==> src/design/mexp_pkg.sv <==
// Shared constants for the modular exponentiation block.
// Port widths, parameter defaults and command codes; no dependencies.
package mexp_pkg;

    // widths of the item fields on the ports
    localparam int unsigned MOD_FIELD_W = 32;
    localparam int unsigned EXP_FIELD_W = 64;

    // parameter defaults for the top level
    localparam int unsigned MOD_WIDTH_DEF = 32;
    localparam int unsigned EXP_WIDTH_DEF = 64;

    // command codes
    localparam logic CMD_POWER   = 1'b0;
    localparam logic CMD_INVERSE = 1'b1;

endpackage

==> src/design/mexp_mulmod.sv <==
// Shared modular multiplier: one registered product, then bit-serial
// restoring reduction, one product bit per cycle. No package dependency.
module mexp_mulmod #(
    parameter int unsigned MOD_WIDTH = 32
) (
    input  logic                 clk,
    input  logic                 rst_n,
    input  logic                 start,
    input  logic [MOD_WIDTH-1:0] a,
    input  logic [MOD_WIDTH-1:0] b,
    input  logic [MOD_WIDTH-1:0] m,
    output logic                 done,
    output logic [MOD_WIDTH-1:0] result
);

    localparam int unsigned P_W   = 2 * MOD_WIDTH;
    localparam int unsigned CNT_W = $clog2(P_W);

    typedef enum logic [2:0] {
        PH_IDLE = 3'b001,
        PH_MULT = 3'b010,
        PH_RED  = 3'b100
    } phase_t;

    phase_t               phase_reg, phase_next;
    logic [CNT_W-1:0]     cnt_reg, cnt_next;
    logic                 done_reg, done_next;
    logic [MOD_WIDTH-1:0] a_reg, a_next;
    logic [MOD_WIDTH-1:0] b_reg, b_next;
    logic [MOD_WIDTH-1:0] m_reg, m_next;
    logic [P_W-1:0]       prod_reg, prod_next;
    logic [MOD_WIDTH-1:0] rem_reg, rem_next;

    // one restoring step: bring in the next product bit, subtract if it fits
    logic [MOD_WIDTH:0]   trial;
    logic [MOD_WIDTH:0]   trial_sub;

    assign trial     = {rem_reg, prod_reg[P_W-1]};
    assign trial_sub = trial - {1'b0, m_reg};

    always_comb
    begin
        phase_next = phase_reg;
        cnt_next   = cnt_reg;
        done_next  = 1'b0;
        a_next     = a_reg;
        b_next     = b_reg;
        m_next     = m_reg;
        prod_next  = prod_reg;
        rem_next   = rem_reg;
        unique case (phase_reg)
            PH_IDLE:
            begin
                if (start)
                begin
                    a_next     = a;
                    b_next     = b;
                    m_next     = m;
                    phase_next = PH_MULT;
                end
            end
            PH_MULT:
            begin
                prod_next  = P_W'(a_reg) * P_W'(b_reg);
                rem_next   = '0;
                cnt_next   = '0;
                phase_next = PH_RED;
            end
            PH_RED:
            begin
                if (trial >= {1'b0, m_reg})
                begin
                    rem_next = trial_sub[MOD_WIDTH-1:0];
                end
                else
                begin
                    rem_next = trial[MOD_WIDTH-1:0];
                end
                prod_next = {prod_reg[P_W-2:0], 1'b0};
                cnt_next  = cnt_reg + CNT_W'(1);
                if (cnt_reg == CNT_W'(P_W - 1))
                begin
                    done_next  = 1'b1;
                    phase_next = PH_IDLE;
                end
            end
            default:
            begin
                phase_next = PH_IDLE;
            end
        endcase
    end

    always_ff @(posedge clk or negedge rst_n)
    begin
        if (!rst_n)
        begin
            phase_reg <= PH_IDLE;
            cnt_reg   <= '0;
            done_reg  <= 1'b0;
        end
        else
        begin
            phase_reg <= phase_next;
            cnt_reg   <= cnt_next;
            done_reg  <= done_next;
        end
    end

    always_ff @(posedge clk)
    begin
        a_reg    <= a_next;
        b_reg    <= b_next;
        m_reg    <= m_next;
        prod_reg <= prod_next;
        rem_reg  <= rem_next;
    end

    assign done   = done_reg;
    assign result = rem_reg;

endmodule

==> src/design/modular_exponentiation_unit.sv <==
// Top level of the modular exponentiation block: square-and-multiply sequencer.
// Depends on mexp_pkg and mexp_mulmod.
//
//  channel | signals                                      | direction
//  --------+----------------------------------------------+-----------
//  in      | in_valid, in_stall, command, base, exponent, | item in
//          | modulus                                      |
//  out     | out_valid, out_stall, power_result,          | item out
//          | bad_modulus                                  |
//
// A set exponent bit needs two products in the shared unit, the square issued as the
// multiply ends; a clear bit needs only the square. A zero modulus or zero exponent
// skips the multiplier: acceptance goes straight to S_DONE, which loads the output.
// Reset clears the sequencer, the multiplier and the output valid. in_stall is high
// until the result is loaded; a result held by out_stall does not block the next item.
module modular_exponentiation_unit
    import mexp_pkg::*;
#(
    parameter int unsigned MOD_WIDTH = MOD_WIDTH_DEF,
    parameter int unsigned EXP_WIDTH = EXP_WIDTH_DEF
) (
    input  logic                   clk,
    input  logic                   rst_n,
    input  logic                   in_valid,
    output logic                   in_stall,
    input  logic                   command,
    input  logic [MOD_FIELD_W-1:0] base,
    input  logic [EXP_FIELD_W-1:0] exponent,
    input  logic [MOD_FIELD_W-1:0] modulus,
    output logic                   out_valid,
    input  logic                   out_stall,
    output logic [MOD_FIELD_W-1:0] power_result,
    output logic                   bad_modulus
);

    typedef enum logic [5:0] {
        S_IDLE     = 6'b000001,
        S_STEP     = 6'b000010,
        S_WAIT_ACC = 6'b000100,
        S_WAIT_SQR = 6'b001000,
        S_DONE     = 6'b010000,
        S_SPARE    = 6'b100000
    } state_t;

    state_t               state_reg, state_next;
    logic [MOD_WIDTH-1:0] acc_reg, acc_next;
    logic [MOD_WIDTH-1:0] b_reg, b_next;
    logic [MOD_WIDTH-1:0] m_reg, m_next;
    logic [EXP_WIDTH-1:0] e_reg, e_next;
    logic                 bad_reg, bad_next;

    logic                   out_valid_reg, out_valid_next;
    logic [MOD_FIELD_W-1:0] power_result_reg, power_result_next;
    logic                   bad_modulus_reg, bad_modulus_next;

    // operand selection for the shared multiplier
    logic                 mm_start;
    logic [MOD_WIDTH-1:0] mm_a;
    logic [MOD_WIDTH-1:0] mm_b;
    logic                 mm_done;
    logic [MOD_WIDTH-1:0] mm_result;

    // exponent as taken in; the inverse uses modulus - 2, wrapping in 64 bits
    logic [MOD_WIDTH-1:0]   mod_in;
    logic [EXP_FIELD_W-1:0] inv_exp;
    logic [EXP_WIDTH-1:0]   exp_in;

    assign mod_in  = modulus[MOD_WIDTH-1:0];
    assign inv_exp = EXP_FIELD_W'(mod_in) - EXP_FIELD_W'(2);
    assign exp_in  = (command == CMD_INVERSE) ? inv_exp[EXP_WIDTH-1:0]
                                              : exponent[EXP_WIDTH-1:0];

    assign in_stall = (state_reg != S_IDLE);

    always_comb
    begin
        state_next        = state_reg;
        acc_next          = acc_reg;
        b_next            = b_reg;
        m_next            = m_reg;
        e_next            = e_reg;
        bad_next          = bad_reg;
        out_valid_next    = out_valid_reg;
        power_result_next = power_result_reg;
        bad_modulus_next  = bad_modulus_reg;
        mm_start          = 1'b0;
        mm_a              = acc_reg;
        mm_b              = b_reg;

        // the waiting result leaves when the far side takes it
        if (out_valid_reg && !out_stall)
        begin
            out_valid_next = 1'b0;
        end

        unique case (state_reg)
            S_IDLE:
            begin
                if (in_valid)
                begin
                    b_next   = base[MOD_WIDTH-1:0];
                    m_next   = mod_in;
                    e_next   = exp_in;
                    acc_next = MOD_WIDTH'(1);
                    bad_next = 1'b0;
                    if (mod_in == '0)
                    begin
                        // undefined modulus: flag it, result is zero
                        acc_next   = '0;
                        bad_next   = 1'b1;
                        state_next = S_DONE;
                    end
                    else if (exp_in == '0)
                    begin
                        // result stays 1, not reduced
                        state_next = S_DONE;
                    end
                    else
                    begin
                        state_next = S_STEP;
                    end
                end
            end
            S_STEP:
            begin
                mm_start = 1'b1;
                if (e_reg[0])
                begin
                    mm_a       = acc_reg;
                    state_next = S_WAIT_ACC;
                end
                else
                begin
                    mm_a       = b_reg;
                    state_next = S_WAIT_SQR;
                end
            end
            S_WAIT_ACC:
            begin
                if (mm_done)
                begin
                    acc_next   = mm_result;
                    // square the old base next
                    mm_start   = 1'b1;
                    mm_a       = b_reg;
                    state_next = S_WAIT_SQR;
                end
            end
            S_WAIT_SQR:
            begin
                if (mm_done)
                begin
                    b_next = mm_result;
                    e_next = e_reg >> 1;
                    if (e_reg[EXP_WIDTH-1:1] == '0)
                    begin
                        state_next = S_DONE;
                    end
                    else
                    begin
                        state_next = S_STEP;
                    end
                end
            end
            S_DONE:
            begin
                if (!out_valid_reg || !out_stall)
                begin
                    out_valid_next    = 1'b1;
                    power_result_next = MOD_FIELD_W'(acc_reg);
                    bad_modulus_next  = bad_reg;
                    state_next        = S_IDLE;
                end
            end
            default:
            begin
                state_next = S_IDLE;
            end
        endcase
    end

    always_ff @(posedge clk or negedge rst_n)
    begin
        if (!rst_n)
        begin
            state_reg     <= S_IDLE;
            out_valid_reg <= 1'b0;
        end
        else
        begin
            state_reg     <= state_next;
            out_valid_reg <= out_valid_next;
        end
    end

    always_ff @(posedge clk)
    begin
        acc_reg          <= acc_next;
        b_reg            <= b_next;
        m_reg            <= m_next;
        e_reg            <= e_next;
        bad_reg          <= bad_next;
        power_result_reg <= power_result_next;
        bad_modulus_reg  <= bad_modulus_next;
    end

    mexp_mulmod #(
        .MOD_WIDTH (MOD_WIDTH)
    ) u_mulmod (
        .clk    (clk),
        .rst_n  (rst_n),
        .start  (mm_start),
        .a      (mm_a),
        .b      (mm_b),
        .m      (m_reg),
        .done   (mm_done),
        .result (mm_result)
    );

    assign out_valid    = out_valid_reg;
    assign power_result = power_result_reg;
    assign bad_modulus  = bad_modulus_reg;

endmodule
==> config.mk <==
export PLATFORM = sky130hd
export DESIGN_NAME = modular_exponentiation_unit
export DESIGN_NICKNAME = d
export VERILOG_FILES = /design/src/design/mexp_pkg.sv /design/src/design/mexp_mulmod.sv /design/src/design/modular_exponentiation_unit.sv
export SDC_FILE = /design/constraint.sdc
export NUM_CORES = 2
export LEC_CHECK = 0
export ABC_AREA = 1
export BUFFER_PORTS_ARGS = -buffer_cell sky130_fd_sc_hd__buf_2
export CORE_MARGIN = 1
export CORE_UTILIZATION = 45
export CTS_CLUSTER_SIZE = 28
export DETAILED_ROUTE_END_ITERATION = 6
export MAX_ROUTING_LAYER = met4
export PLACE_DENSITY = 0.6
export SETUP_SLACK_MARGIN = 0.1
export SYNTH_ARGS = -nofsm -noshare
export SYNTH_HDL_FRONTEND = slang
export SYNTH_SLANG_ARGS = --single-unit
==> constraint.sdc <==
create_clock -name clk -period 11.1 [get_ports clk]
set_input_delay 0.555 -clock clk [delete_from_list [all_inputs] [get_ports clk]]
set_output_delay 0.555 -clock clk [all_outputs]
set_load 0.1 [all_outputs]
==> impl_results.md <==
* Setup-failing EPs final at 0
* Compound-Gate Fraction of Synth Area at ~4.9%
* Global-route wire length before repair at roughly 240000 um
* Drt total wl at 150000 um
* FF/Latch Area at approximately 0.012 mm2
* Routability-driven placement congestion ratio at ~1
* Yosys reg bits at between 400 and 500
* Synth unique cells at 56
* Synth Area in Adders at just over 40%
* Setup TNS at 0 ps
* Port-buffer cells at 167
* Top Ports at approximately 170
* Row cnt at between 100 and 150
* Post-cts sizing count at 0
* CP startpoint: u_mulmod.a_reg[18]
* Max cap viols at 0
* Largest family of logic cells by synthesized area: adder cells
* Hold Crit Class: in2reg
* Setup bufs post-CTS at 0
* Slowest stage delay, CP at 710 ps
* Die width at ~350 um
* Clock sink count at ~400
* Sequential share of the synthesized area at roughly 22%
* Critical Path RT at between 10000 and 15000 ps
* Area grow syn2layout at 7.59%
* Worst-Skew Late Latency at 630 ps
* Drt wl/cell at 18.7 um
* Worst r2r src: u_mulmod.a_reg[18]
* Primary FF master, synth: edfxtp_1
* Post-synthesis mux area share at less than 1%
* Initial antenna violation count at 9
* Number of flops mapped to enable cells by yosys at 386
* Synthesized area per cell at approximately 8.4 um2
* Post-Synth Simple-Gate Area at 17.4%
* Fin. max-slew vios at 0
* FILL cells at between 10000 and 15000
* Clk slew on worst S/H paths at 60 ps
* Fin nets at 7763
* CTS tree: built
* Root buffer cell: clkbuf_16
* Syn nets at between 7000 and 8000
* Critical path type: reg2reg
* Critical Path Start Type: flip-flop
* Cells after synthesis at between 6000 and 7000
* Final Critical Period at 8480 ps
* Hold_sp: modulus[0]
* CORE AREA at approximately 0.12 mm2
* ANT nets after route at 0
* Max Buffers Root-to-Sink at 3
* CP max FO at 23
* RSZ-0062 raised after global routing: no
* Cts bufs inserted at between 40 and 50
* Rel. slew slack at between 20% and 30%
* Capturing element type of the critical path: flip-flop
* Die Height at 347 um
* Drt first-iter violations at roughly 2500
* Synth Area in XOR/XNOR at less than 1%
* Crit path top cell by count: fa_1
* Max Fclk at 0.118 GHz
* Total grt overflow at 0
* Cell chain of the critical path: buf_4 > nand2_1 > fa_1 > fa_1 > inv_1 > fa_1 > fa_1 > fa_1 > fa_1 > fa_1 > inv_1 > fa_1 > inv_1 > ha_1 > nand2_1 > nor2_1 > inv_1 > nor4_1 > nand3_1 > nand3_1 > a21oi_1 > xor2_1 > o21ai_0
* Worst-Margin Slew at 1120 ps
* Pre-antenna DRT Iters at 6
* Total Die Area at around 0.12 mm2
* Max stage delay cell, worst path: edfxtp_1
* Overall via count from detail_route at between 40000 and 50000
* Final Hold Violating Endpoints at 0
* Footprint of the multi-input gates at about 0.034 mm2
* Outcome: completed
* Layout cell share with drive strength beyond 1 at about 6.4%
* Async SR Flop Fraction at 3.98%
* Initial Util at about 45%
* Synth Warn # at 0
* Drt drc at 0
* Fin crit share at 76.4%
* Hpwl dp at between 100000 and 150000 um
* Largest net degree at the start of global routing at 87
* Mapped Area at ~0.054 mm2
* Vias in the first global route at 42925
* Via/cell ratio at 5.03
* H-Tree Depth at 2
* Total GRT Usage at approximately a quarter
* Critical Path AT at slightly below 9000 ps
* Clk_skew at around 70 ps
area by class of cell:
type	instances	share of cell area (%)
multi-input combinational	4037	59.4
antenna	6	0.0261
clock buffer	50	1.99
tap	1536	3.34
inverter	1695	11.1
sequential	402	20.8
clock inverter	31	0.743
timing repair buffer	255	2.60
critical path: cells and delay by family, from the launching register on:
| family | cells | cell delay [ps] |
|---|---|---|
| fa+ha+maj | 9 | 4440 |
| flops | 1 | 710 |
| buf+inv | 5 | 710 |
| compound gates | 2 | 250 |
| xor+xnor | 1 | 150 |
| simple gates | 6 | 1880 |
routing by layer:
metal | part of all wire [%] | global-route usage [%]
met2 | 50 | 45.4
met3 | 4.4 | 1.98
met1 | 42 | 33.7
met4 | 3.4 | 8.37
met5 | 0 | -
final timing paths:
kind / endpoint / slack (ps) / cells after the start
max: u_mulmod.prod_reg[61] / 2620 / 23
min: m_reg[0] / 130 / 1
max reg2reg: u_mulmod.prod_reg[61] / 2620 / 23
min reg2reg: u_mulmod.m_reg[16] / 420 / 0
max in group asynchronous: u_mulmod.phase_reg[0] / 10400 / 2
min in group asynchronous: state_reg[2] / 390 / 2
cells by family (layout without fill, tap and decap cells):
logic type	after synthesis	count (layout)
multiplexers	1	1
adder cells (fa/ha/maj)	1194	1194
AO/OA/AOI/OAI	444	444
flip-flops	402	402
other	0	6
XOR/XNOR	57	57
AND/OR/NAND/NOR	2341	2341
buffers and inverters	1963	2031
layout by cell type (no fill, tap or decap), drive strengths merged, types with 7 or more instances in the layout:
cell type / n
nor4: 23
xnor2: 24
fa: 897
inv: 1698
a21oi: 134
clkbuf: 50
nand4: 25
o211ai: 7
a21boi: 10
nor3: 18
dfrtp: 14
or2: 41
nor2: 335
a21o: 23
buf: 254
edfxtp: 386
o21ai: 175
ha: 297
xor2: 33
clkinv: 18
nand2: 1709
a31oi: 57
bufinv: 7
o21bai: 15
nand3: 180
through the flow:
stage	instances	utilization, %	setup WS, ps	hold slack, ps	area (um2)
detailed placement	7924	47.5	2610	405	56000
CTS	8006	48.8	2600	93.2	57600
finish	8012	48.8	2620	132	57600
global route	8012	48.8	2250	115	57600
floorplan	6402	-	1800	259	53500
global placement	7924	47.5	2680	401	56000
cells in the mapped netlist, types with 2 or more instances:
| library cell | n | area (um2) |
|---|---|---|
| buf_2 | 8 | 40.0 |
| and3_1 | 3 | 18.8 |
| nor2_2 | 4 | 25.0 |
| a21oi_2 | 21 | 184 |
| dfstp_2 | 2 | 52.6 |
| fa_1 | 897 | 18000 |
| a21oi_1 | 113 | 566 |
| o21a_1 | 6 | 45.0 |
| edfxtp_1 | 386 | 11600 |
| a21boi_0 | 7 | 52.6 |
| o21ai_1 | 4 | 20.0 |
| or2_2 | 40 | 250 |
| inv_1 | 1692 | 6350 |
| a211oi_1 | 3 | 22.5 |
| o211ai_1 | 7 | 52.6 |
| nand2_1 | 1706 | 6400 |
| a31oi_1 | 57 | 357 |
| nand2_2 | 3 | 18.8 |
| clkbuf_1 | 252 | 946 |
| xnor2_1 | 24 | 210 |
| nor4_1 | 22 | 138 |
| clkinv_1 | 2 | 7.51 |
| nand3b_1 | 5 | 37.5 |
| buf_1 | 5 | 18.8 |
| o21bai_1 | 14 | 105 |
| buf_6 | 3 | 33.8 |
| dfrtp_1 | 14 | 350 |
| ha_1 | 297 | 3720 |
| and2_0 | 2 | 12.5 |
| nand4_1 | 25 | 156 |
| nand3_2 | 2 | 20.0 |
| nand3_1 | 178 | 891 |
| a21o_1 | 23 | 173 |
| o31ai_1 | 2 | 15.0 |
| nor3_1 | 17 | 85.1 |
| a221oi_1 | 4 | 35.0 |
| xor2_1 | 33 | 289 |
| nor2_1 | 330 | 1240 |
| o21ai_0 | 170 | 851 |
| o22ai_1 | 3 | 18.8 |
timing repair:
action	4_1_cts	5_1_grt
hold endpoints to repair	14	0
hold buffers	1	0
endpoints found under the setup margin	0	0
Power is left out: the tool's default activity adds up to more than one toggle a clock period on the data nets, which glitch-free logic cannot reach.
